==> src/hdl/assert_macros.svh <==
// Assertion macros shared by the gravity removal block.
`ifndef ASSERT_MACROS_SVH
`define ASSERT_MACROS_SVH

// property must hold at every clock edge outside reset
`define GRMT_ASSERT(lbl, clk, rst_n, prop, msg) \
	lbl: assert property (@(posedge clk) disable iff (!rst_n) (prop)) \
	else $error(msg);

// condition must never be seen outside reset
`define GRMT_NEVER(lbl, clk, rst_n, cond, msg) \
	lbl: assert property (@(posedge clk) disable iff (!rst_n) !(cond)) \
	else $error(msg);

`endif

==> src/hdl/grmt_pkg.sv <==
// Package: register codes, reset values and shared types of the gravity removal block.
package grmt_pkg;

	localparam int AXES       = 3;
	localparam int AXIS_W     = 2;
	localparam int MOVE_THR_W = 17;
	localparam int TRIG_THR_W = 16;
	localparam int CFG_IDX_W  = 2;
	localparam int CFG_DATA_W = 17;
	localparam int QDEPTH     = 2;
	localparam int QPTR_W     = 1;
	localparam int QCNT_W     = 2;

	localparam logic [CFG_IDX_W-1:0] CFG_MOVE_THR = 2'd0;
	localparam logic [CFG_IDX_W-1:0] CFG_TRIG_THR = 2'd1;
	localparam logic [CFG_IDX_W-1:0] CFG_TRIG_AXIS = 2'd2;

	localparam logic [MOVE_THR_W-1:0] MOVE_THR_RST = 17'd334;
	localparam logic [TRIG_THR_W-1:0] TRIG_THR_RST = 16'd1672;
	localparam logic TRIG_AXIS_RST = 1'b1;

	// trigger axis codes
	localparam logic AXIS_SEL_Z = 1'b0;
	localparam logic AXIS_SEL_Y = 1'b1;

	typedef struct packed {
		logic [MOVE_THR_W-1:0] move_threshold;
		logic [TRIG_THR_W-1:0] trigger_threshold;
		logic                  trigger_axis;
	} cfg_t;

endpackage

==> src/hdl/grmt_queue.sv <==
// Two-entry queue between the filter front end and the magnitude back end.
`include "assert_macros.svh"

module grmt_queue import grmt_pkg::*; #(
	parameter int W = 51
) (
	input  logic         clk,
	input  logic         arst_n,
	input  logic         push,
	output logic         full,
	input  logic [W-1:0] wdata,
	input  logic         pop,
	output logic         empty,
	output logic [W-1:0] rdata
);

	logic [W-1:0]      mem_q [QDEPTH];
	logic [QPTR_W-1:0] wr_ptr_q;
	logic [QPTR_W-1:0] rd_ptr_q;
	logic [QCNT_W-1:0] count_q;
	logic              do_push;
	logic              do_pop;

	assign full    = (count_q == QCNT_W'(QDEPTH));
	assign empty   = (count_q == '0);
	assign rdata   = mem_q[rd_ptr_q];
	assign do_push = push && !full;
	assign do_pop  = pop && !empty;

	always_ff @(posedge clk or negedge arst_n) begin
		if (!arst_n) begin
			wr_ptr_q <= '0;
			rd_ptr_q <= '0;
			count_q  <= '0;
		end else begin
			if (do_push) begin
				mem_q[wr_ptr_q] <= wdata;
				wr_ptr_q        <= wr_ptr_q + QPTR_W'(1);
			end
			if (do_pop) begin
				rd_ptr_q <= rd_ptr_q + QPTR_W'(1);
			end
			unique case ({do_push, do_pop})
				2'b10:   count_q <= count_q + QCNT_W'(1);
				2'b01:   count_q <= count_q - QCNT_W'(1);
				default: count_q <= count_q;
			endcase
		end
	end

	`GRMT_NEVER(a_q_overflow, clk, arst_n, push && full, "item pushed into full queue")
	`GRMT_NEVER(a_q_count, clk, arst_n, count_q > QCNT_W'(QDEPTH), "queue count past depth")

endmodule

==> src/hdl/grmt_front.sv <==
// Front end: accepts samples, updates the per-axis gravity estimate, forms motion.
`include "assert_macros.svh"

module grmt_front import grmt_pkg::*; #(
	parameter int SAMPLE_BITS           = 16,
	parameter int GRAVITY_FRACTION_BITS = 16
) (
	input  logic                          clk,
	input  logic                          arst_n,
	input  logic                          push,
	output logic                          full,
	input  logic signed [SAMPLE_BITS-1:0] accel_x,
	input  logic signed [SAMPLE_BITS-1:0] accel_y,
	input  logic signed [SAMPLE_BITS-1:0] accel_z,
	input  logic                          q_full,
	output logic                          q_push,
	output logic [3*(SAMPLE_BITS+1)-1:0]  q_data
);

	localparam int S     = SAMPLE_BITS;
	localparam int F     = GRAVITY_FRACTION_BITS;
	localparam int G_W   = S + F;
	localparam int OUT_W = S + 1;
	localparam int ALPHA = ((1 << F) + 5) / 10;

	typedef enum logic [1:0] {F_IDLE, F_MUL, F_ADD, F_PUSH} state_t;

	state_t            state_q;
	logic [AXIS_W-1:0] idx_q;
	logic              primed_q;
	logic [S-1:0]      acc_q  [AXES];
	logic [G_W-1:0]    grav_q [AXES];
	logic [OUT_W-1:0]  mot_q  [AXES];
	logic [G_W-1:0]    pq_s1;
	logic [F-1:0]      pr_s1;

	logic [S-1:0]         acc_c;
	logic [G_W-1:0]       g_c;
	logic [G_W-1:0]       target_c;
	logic [G_W:0]         diff_c;
	logic signed [S:0]    q_c;
	logic [F-1:0]         r_c;
	logic [F-1:0]         alpha_c;
	logic signed [G_W+1:0] prodq_c;
	logic [2*F-1:0]       prodr_c;
	logic [G_W-1:0]       gnew_c;
	logic [S-1:0]         gint_c;
	logic [OUT_W-1:0]     motion_c;
	logic                 accept;

	assign full   = (state_q != F_IDLE);
	assign accept = push && !full;
	assign q_push = (state_q == F_PUSH) && !q_full;
	assign q_data = {mot_q[2], mot_q[1], mot_q[0]};

	always_comb begin
		acc_c    = acc_q[idx_q];
		g_c      = grav_q[idx_q];
		target_c = {acc_c, {F{1'b0}}};
		diff_c   = {target_c[G_W-1], target_c} - {g_c[G_W-1], g_c};
		q_c      = $signed(diff_c[G_W:F]);
		r_c      = diff_c[F-1:0];
		alpha_c  = F'(ALPHA);
		prodq_c  = q_c * $signed({1'b0, alpha_c});
		prodr_c  = r_c * alpha_c;
		gnew_c   = primed_q ? (g_c + pq_s1 + G_W'(pr_s1)) : target_c;
		gint_c   = gnew_c[G_W-1:F];
		motion_c = {acc_c[S-1], acc_c} - {gint_c[S-1], gint_c};
	end

	always_ff @(posedge clk or negedge arst_n) begin
		if (!arst_n) begin
			state_q  <= F_IDLE;
			idx_q    <= '0;
			primed_q <= 1'b0;
		end else begin
			unique case (state_q)
				F_IDLE: begin
					if (accept) begin
						acc_q[0] <= accel_x;
						acc_q[1] <= accel_y;
						acc_q[2] <= accel_z;
						idx_q    <= '0;
						state_q  <= F_MUL;
					end
				end
				F_MUL: begin
					pq_s1   <= prodq_c[G_W-1:0];
					pr_s1   <= prodr_c[2*F-1:F];
					state_q <= F_ADD;
				end
				F_ADD: begin
					grav_q[idx_q] <= gnew_c;
					mot_q[idx_q]  <= motion_c;
					if (idx_q == AXIS_W'(AXES - 1)) begin
						primed_q <= 1'b1;
						state_q  <= F_PUSH;
					end else begin
						idx_q   <= idx_q + AXIS_W'(1);
						state_q <= F_MUL;
					end
				end
				F_PUSH: begin
					if (!q_full) begin
						state_q <= F_IDLE;
					end
				end
				default: state_q <= F_IDLE;
			endcase
		end
	end

	`GRMT_ASSERT(a_primed_sticky, clk, arst_n, primed_q |=> primed_q, "primed flag dropped")
	`GRMT_ASSERT(a_first_zero, clk, arst_n, (state_q == F_ADD) && !primed_q |-> motion_c == '0, "first sample motion not zero")

endmodule

==> src/hdl/grmt_back.sv <==
// Back end: sums squared motion, iterative square root, flags and result register.
`include "assert_macros.svh"

module grmt_back import grmt_pkg::*; #(
	parameter int SAMPLE_BITS = 16
) (
	input  logic                          clk,
	input  logic                          arst_n,
	input  cfg_t                          cfg,
	input  logic                          q_empty,
	output logic                          q_pop,
	input  logic [3*(SAMPLE_BITS+1)-1:0]  q_data,
	output logic                          empty,
	input  logic                          pop,
	output logic signed [SAMPLE_BITS:0]   motion_x,
	output logic signed [SAMPLE_BITS:0]   motion_y,
	output logic signed [SAMPLE_BITS:0]   motion_z,
	output logic [SAMPLE_BITS:0]          magnitude,
	output logic                          moving,
	output logic                          trigger
);

	localparam int S     = SAMPLE_BITS;
	localparam int OUT_W = S + 1;
	localparam int SQ_W  = 2 * OUT_W;
	localparam int MW    = (OUT_W > MOVE_THR_W) ? OUT_W : MOVE_THR_W;
	localparam int TW    = ((OUT_W > TRIG_THR_W) ? OUT_W : TRIG_THR_W) + 2;

	typedef enum logic [2:0] {B_IDLE, B_SQ, B_SUM, B_ROOT, B_DONE} state_t;

	state_t            state_q;
	logic [AXIS_W-1:0] idx_q;
	logic              valid_q;
	logic [OUT_W-1:0]  mot_q [AXES];
	logic [SQ_W-1:0]   sq_s1;
	logic [SQ_W-1:0]   sum_q;
	logic [SQ_W-1:0]   root_q;
	logic [SQ_W-1:0]   rbit_q;
	logic [OUT_W-1:0]  mx_q;
	logic [OUT_W-1:0]  my_q;
	logic [OUT_W-1:0]  mz_q;
	logic [OUT_W-1:0]  mag_q;
	logic              moving_q;
	logic              trigger_q;

	logic [OUT_W-1:0] sel_c;
	logic [OUT_W-1:0] abs_c;
	logic [SQ_W-1:0]  sq_c;
	logic [SQ_W-1:0]  trial_c;
	logic [OUT_W-1:0] watched_c;
	logic [TW-1:0]    tsum_c;
	logic             moving_c;
	logic             trigger_c;
	logic             root_end_c;

	assign q_pop      = (state_q == B_IDLE) && !q_empty;
	assign empty      = !valid_q;
	assign motion_x   = $signed(mx_q);
	assign motion_y   = $signed(my_q);
	assign motion_z   = $signed(mz_q);
	assign magnitude  = mag_q;
	assign moving     = moving_q;
	assign trigger    = trigger_q;
	assign root_end_c = (state_q == B_ROOT) && (rbit_q == '0);

	always_comb begin
		sel_c     = mot_q[idx_q];
		abs_c     = sel_c[OUT_W-1] ? (~sel_c + OUT_W'(1)) : sel_c;
		sq_c      = abs_c * abs_c;
		trial_c   = root_q + rbit_q;
		watched_c = (cfg.trigger_axis == AXIS_SEL_Y) ? mot_q[1] : mot_q[2];
		tsum_c    = TW'($signed(watched_c)) + TW'($signed({1'b0, cfg.trigger_threshold}));
		trigger_c = tsum_c[TW-1];
		moving_c  = MW'(root_q[OUT_W-1:0]) > MW'(cfg.move_threshold);
	end

	always_ff @(posedge clk or negedge arst_n) begin
		if (!arst_n) begin
			state_q <= B_IDLE;
			idx_q   <= '0;
			valid_q <= 1'b0;
		end else begin
			if ((state_q == B_DONE) && (!valid_q || pop)) begin
				valid_q <= 1'b1;
			end else if (pop && valid_q) begin
				valid_q <= 1'b0;
			end
			unique case (state_q)
				B_IDLE: begin
					if (!q_empty) begin
						mot_q[0] <= q_data[OUT_W-1:0];
						mot_q[1] <= q_data[2*OUT_W-1:OUT_W];
						mot_q[2] <= q_data[3*OUT_W-1:2*OUT_W];
						idx_q    <= '0;
						sum_q    <= '0;
						state_q  <= B_SQ;
					end
				end
				B_SQ: begin
					sq_s1 <= sq_c;
					if (idx_q != '0) begin
						sum_q <= sum_q + sq_s1;
					end
					if (idx_q == AXIS_W'(AXES - 1)) begin
						state_q <= B_SUM;
					end else begin
						idx_q <= idx_q + AXIS_W'(1);
					end
				end
				B_SUM: begin
					sum_q   <= sum_q + sq_s1;
					root_q  <= '0;
					rbit_q  <= SQ_W'(1) << (2 * S);
					state_q <= B_ROOT;
				end
				B_ROOT: begin
					if (rbit_q == '0) begin
						state_q <= B_DONE;
					end else begin
						if (sum_q >= trial_c) begin
							sum_q  <= sum_q - trial_c;
							root_q <= (root_q >> 1) + rbit_q;
						end else begin
							root_q <= root_q >> 1;
						end
						rbit_q <= rbit_q >> 2;
					end
				end
				B_DONE: begin
					if (!valid_q || pop) begin
						mx_q      <= mot_q[0];
						my_q      <= mot_q[1];
						mz_q      <= mot_q[2];
						mag_q     <= root_q[OUT_W-1:0];
						moving_q  <= moving_c;
						trigger_q <= trigger_c;
						state_q   <= B_IDLE;
					end
				end
				default: state_q <= B_IDLE;
			endcase
		end
	end

	`GRMT_ASSERT(a_root_ends, clk, arst_n, root_end_c |=> state_q == B_DONE, "root overran")

endmodule

==> src/hdl/gravity_removal_motion_trigger.sv <==
// Top level of the gravity removal and motion trigger block.
// Usage:
// Samples enter through a queue-style port: an item (accel_x/y/z) is taken at a
// clock edge with push high and full low. Results leave the same way: while
// empty is low the oldest result sits on motion_x/y/z, magnitude, moving and
// trigger, and it is taken at an edge with pop high.
// Registers are written over cfg_valid/cfg_ready (always ready) with cfg_index
// and cfg_data; write them only while no item is in flight.
// The front end runs a multiply and an add state per axis for the gravity
// update and holds full until it has pushed the item into the queue. The back
// end squares and sums the motions, then runs the one-bit-per-cycle square
// root, and pops no new item until its result is stored; it sets the sustained rate.
// A two-entry queue sits between the halves and a result register at the
// output; a stalled receiver leaves one item in the result register, one in
// the back end, two in the queue and one in the front end, which holds full.
// Reset clears the registers to their defaults and the gravity estimate is
// reloaded from the first sample, whose motions and magnitude are zero.
module gravity_removal_motion_trigger import grmt_pkg::*; #(
	parameter int SAMPLE_BITS           = 16,
	parameter int GRAVITY_FRACTION_BITS = 16
) (
	input  logic                          clk,
	input  logic                          arst_n,
	input  logic                          push,
	output logic                          full,
	input  logic signed [SAMPLE_BITS-1:0] accel_x,
	input  logic signed [SAMPLE_BITS-1:0] accel_y,
	input  logic signed [SAMPLE_BITS-1:0] accel_z,
	input  logic                          cfg_valid,
	output logic                          cfg_ready,
	input  logic [CFG_IDX_W-1:0]          cfg_index,
	input  logic [CFG_DATA_W-1:0]         cfg_data,
	output logic                          empty,
	input  logic                          pop,
	output logic signed [SAMPLE_BITS:0]   motion_x,
	output logic signed [SAMPLE_BITS:0]   motion_y,
	output logic signed [SAMPLE_BITS:0]   motion_z,
	output logic [SAMPLE_BITS:0]          magnitude,
	output logic                          moving,
	output logic                          trigger
);

	localparam int QW = 3 * (SAMPLE_BITS + 1);

	cfg_t          cfg_q;
	logic          fq_push;
	logic          fq_full;
	logic [QW-1:0] fq_wdata;
	logic          bq_pop;
	logic          bq_empty;
	logic [QW-1:0] bq_rdata;

	assign cfg_ready = 1'b1;

	always_ff @(posedge clk or negedge arst_n) begin
		if (!arst_n) begin
			cfg_q.move_threshold    <= MOVE_THR_RST;
			cfg_q.trigger_threshold <= TRIG_THR_RST;
			cfg_q.trigger_axis      <= TRIG_AXIS_RST;
		end else if (cfg_valid && cfg_ready) begin
			unique case (cfg_index)
				CFG_MOVE_THR:  cfg_q.move_threshold    <= cfg_data[MOVE_THR_W-1:0];
				CFG_TRIG_THR:  cfg_q.trigger_threshold <= cfg_data[TRIG_THR_W-1:0];
				CFG_TRIG_AXIS: cfg_q.trigger_axis      <= cfg_data[0];
				default: ;
			endcase
		end
	end

	grmt_front #(
		.SAMPLE_BITS           (SAMPLE_BITS),
		.GRAVITY_FRACTION_BITS (GRAVITY_FRACTION_BITS)
	) u_front (
		.clk     (clk),
		.arst_n  (arst_n),
		.push    (push),
		.full    (full),
		.accel_x (accel_x),
		.accel_y (accel_y),
		.accel_z (accel_z),
		.q_full  (fq_full),
		.q_push  (fq_push),
		.q_data  (fq_wdata)
	);

	grmt_queue #(
		.W (QW)
	) u_queue (
		.clk    (clk),
		.arst_n (arst_n),
		.push   (fq_push),
		.full   (fq_full),
		.wdata  (fq_wdata),
		.pop    (bq_pop),
		.empty  (bq_empty),
		.rdata  (bq_rdata)
	);

	grmt_back #(
		.SAMPLE_BITS (SAMPLE_BITS)
	) u_back (
		.clk       (clk),
		.arst_n    (arst_n),
		.cfg       (cfg_q),
		.q_empty   (bq_empty),
		.q_pop     (bq_pop),
		.q_data    (bq_rdata),
		.empty     (empty),
		.pop       (pop),
		.motion_x  (motion_x),
		.motion_y  (motion_y),
		.motion_z  (motion_z),
		.magnitude (magnitude),
		.moving    (moving),
		.trigger   (trigger)
	);

endmodule
==> config.mk <==
export PLATFORM = sky130hd
export DESIGN_NAME = gravity_removal_motion_trigger
export DESIGN_NICKNAME = d
export VERILOG_FILES = /design/src/hdl/grmt_pkg.sv /design/src/hdl/grmt_queue.sv /design/src/hdl/grmt_front.sv /design/src/hdl/grmt_back.sv /design/src/hdl/gravity_removal_motion_trigger.sv
export VERILOG_INCLUDE_DIRS = /design/src /design/src/hdl
export SDC_FILE = /design/constraint.sdc
export NUM_CORES = 2
export LEC_CHECK = 0
export CORE_MARGIN = 2
export CORE_UTILIZATION = 40
export CTS_BUF_LIST = sky130_fd_sc_hd__clkbuf_8
export CTS_CLUSTER_SIZE = 40
export DETAILED_ROUTE_END_ITERATION = 8
export DONT_BUFFER_PORTS = 1
export GPL_ROUTABILITY_DRIVEN = 1
export GPL_TIMING_DRIVEN = 0
export PLACE_DENSITY = 0.66
export SLEW_MARGIN = 20
export SYNTH_ARGS = -nofsm -noshare
export SYNTH_HDL_FRONTEND = slang
export SYNTH_SLANG_ARGS = --single-unit
export TNS_END_PERCENT = 1
==> constraint.sdc <==
create_clock -name clk -period 11.5 [get_ports clk]
set_clock_uncertainty 0.1 [all_clocks]
set_input_delay 1.725 -clock clk [delete_from_list [all_inputs] [get_ports clk]]
set_output_delay 1.725 -clock clk [all_outputs]
set_load 0.1 [all_outputs]
==> impl_results.md <==
* Status: complete, no violations
* Vias in the first global route at 32000
* Buf+Inv Stages, Crit Path at 10
* Reg2Reg Setup Slack at 0.64 ns
* Clk pin slew, worst setup/hold paths at 0.07 ns
* Highest layer used for signal routing: met5
* Post-CTS Setup Bufs at 0
* # rows at 125
* Asr flop ratio synth at 0.0780
* Hold Buf Count CTS at 0
* CTS tree: yes
* CP startpoint: u_back.idx_q[1]$_DFFE_PN0P_
* Max Fclk at 92.0 MHz
* FF-to-FF path depth at 34
* Library cells used by synthesis at 94
* GRT Util Overall at 0.189
* Final Setup Violations at 0
* DRT iter0 DRCs at 1961
* Setup crit start kind: register
* Final wirelength at 113000 µm
* Die Y at 347 µm
* Crit end category: register
* CP delay by family, top: adder cells
* Core area at 117000 µm²
* Relative slew slack at 0.207
* Hold Fails Final Rpt at 0
* Most frequent cells in the layout: inv_1, edfxtp_1, ha_1
* Antenna violation net count after detailed routing at 0
* RSZ-0062 raised after global routing: no
* Synth-to-layout area growth at 10.4%
* Slowest stage delay, CP at 0.65 ns
* Initial Utilization at 0.405
* Setup TNS at 0 ns
* Die area at 121000 µm²
* Post-Syn Instances at 4181
* Sequential Area at 18600 µm²
* Worst endpoint required time at 11.92 ns
* First-pass GRT wire length at 178000 µm
* Post-synth design cell area at 47200 µm²
* Ys flop type: edfxtp_1
* Largest net degree at the start of global routing at 59
* Final routed DRC violation total at 0
* Layout Nets at 5230
* Met2 wire length at 55400 µm
* Most common cell after layout, fill and taps aside: inv_1
* Clock buffer depth at 3
* Critical Path AT at 11.29 ns
* Sequential area share after synthesis at 0.395
* Drt first pass iters at 6
* H-tree Lvls at 3
* Crit path kind: reg2reg
* Vias per cell at 5.24
* Routability cong. at 0.912
* Minimum clock period at 10.86 ns
* Wire per inst at 19.1 µm
* M1 WL at 48600 µm
* Root Buffer: clkbuf_8
* Max Cap Violations at 0
* Slew Limit Fails at 0
* Slowest-stage cell, CP: xnor2_2
* Hold Path Class: reg2reg
* Number of synthesized flops with an enable pin at 579
* Die Wd at 347 µm
* CTS Sinks at 628
* Syn Area/Cell at 11.3 µm²
* IO buf count at 0
* Top Ports at 145
* Worst R2R Start: u_back.idx_q[1]$_DFFE_PN0P_
* CTS Buf Count at 108
* Clk Latency, worst-skew pair at 0.86 ns
* Initial antenna violation count at 9
* Hold_sp: u_front.mot_q[1][14]$_DFFE_PP_
* Met3 wire length at 6200 µm
* Hold depth at 0
* FF+latch count, synth at 628
* Layout cells sized above 1 at 0.0796
* Filler Cells Inserted at 10700
* Min-Delay Endpoint: u_queue.mem_q[1][31]$_DFFE_PP_
* CP max FO at 10
* Worst Tran Pin Value at 1.19 ns
* Multi-input logic area at 26200 µm²
* GRT overflow at 0
* Worst R2R End: u_back.sq_s1[33]$_DFFE_PP_
* Final period util at 0.945
* Vias at 31100
* Hpwl dp at 89500 µm
* Synthesis Warnings at 0
## repair_timing
action | CTS | global route
setup endpoints to repair | 0 | 1
gates resized for setup | 0 | 3
hold endpoints to repair | 0 | 0
## per-stage QoR
step | instances | cell area, µm² | hold slack (ns) | setup WS [ns] | utilization
6_report | 5940 | 52100 | 0.287 | 0.636 | 0.447
5_1_grt | 5939 | 52100 | 0.310 | 0.0150 | 0.447
4_1_cts | 5935 | 52000 | 0.296 | 0.608 | 0.447
3_5_place_dp | 5731 | 49500 | 0.330 | 0.697 | 0.425
3_3_place_gp | 5716 | 49100 | 0.323 | 0.192 | 0.422
2_1_floorplan | 4192 | 47200 | 0.321 | 2.77 | -
## layer usage
metal,vias to the layer above,track usage
met2,775,0.325
met5,-,0
li1,14900,-
met1,15300,0.246
met3,173,0.0287
met4,4,0.0594
## layout make-up
class / count / share of cell area
buffer: 85 / 0.00680
clock inverter: 96 / 0.0197
timing repair buffer: 16 / 0.00584
inverter: 579 / 0.0417
multi-input combinational: 2900 / 0.503
sequential: 628 / 0.358
tap: 1524 / 0.0366
antenna: 4 / 0.000192
clock buffer: 108 / 0.0285
## worst reg2reg max path, delay by kind of cell, from the launching register on
| kind | cells | cell delay (ns) |
|---|---|---|
| xor+xnor | 2 | 0.75 |
| buf+inv | 10 | 2.41 |
| flops | 1 | 0.39 |
| simple gates | 3 | 0.64 |
| fa+ha+maj | 7 | 3.28 |
| compound gates | 12 | 3.01 |
## flip-flops by register name (all words and copies together), names as in the netlist, 30 cells and up
register	flops
u_queue.mem_q	102
u_back.root_q	34
u_front.grav_q	96
cfg_q	34
u_front.acc_q	48
u_front.pq_s1	30
u_back.sq_s1	33
u_back.mot_q	51
u_front.mot_q	51
u_back.sum_q	34
## logic make-up after synthesis
kind of cell / Yosys count / synth area share
compound gates: 778 / 0.107
xor+xnor: 265 / 0.0492
fa+ha+maj: 840 / 0.275
buf+inv: 664 / 0.0535
flops: 628 / 0.395
mux: 168 / 0.0380
other cells: 2 / 0.000159
simple gates: 836 / 0.0823
## synthesized netlist by cell type, drive strengths merged, types with 9 or more instances
cell type,n,share of area
nor3,44,0.0047
a21o,106,0.017
a31oi,38,0.0050
a211oi,13,0.0021
nor2,267,0.021
nor2b,37,0.0049
o22ai,17,0.0023
mux2,90,0.021
o21ai,167,0.018
fa,331,0.14
and3,28,0.0037
nor4,10,0.0016
xor2,85,0.016
or2,9,0.0012
nand3,38,0.0040
xnor2,180,0.033
o21a,56,0.0089
inv,577,0.046
nand4,15,0.0020
mux2i,78,0.017
ha,509,0.13
edfxtp,579,0.37
nand2,276,0.022
buf,21,0.0023
a21oi,211,0.022
nand2b,31,0.0041
dfstp,10,0.0056
o21bai,36,0.0057
o31ai,9,0.0015
a31o,17,0.0032
and2,29,0.0039
clkbuf,64,0.0051
dfrtp,39,0.021
or3,20,0.0027
a21boi,14,0.0022
## worst max-delay path by stage
stage / to / cells past startpoint
2_1_floorplan: u_back.sum_q[0]$_DFFE_PP_ / 24
3_3_place_gp: u_back.sq_s1[33]$_DFFE_PP_ / 33
3_5_place_dp: u_back.sq_s1[33]$_DFFE_PP_ / 33
4_1_cts: u_back.sq_s1[33]$_DFFE_PP_ / 33
5_1_grt: u_front.pq_s1[29]$_DFFE_PP_ / 33
6_report: u_back.sq_s1[33]$_DFFE_PP_ / 34
Power is left out: the tool's default activity adds up to more than one toggle a clock period on the data nets, which glitch-free logic cannot reach.
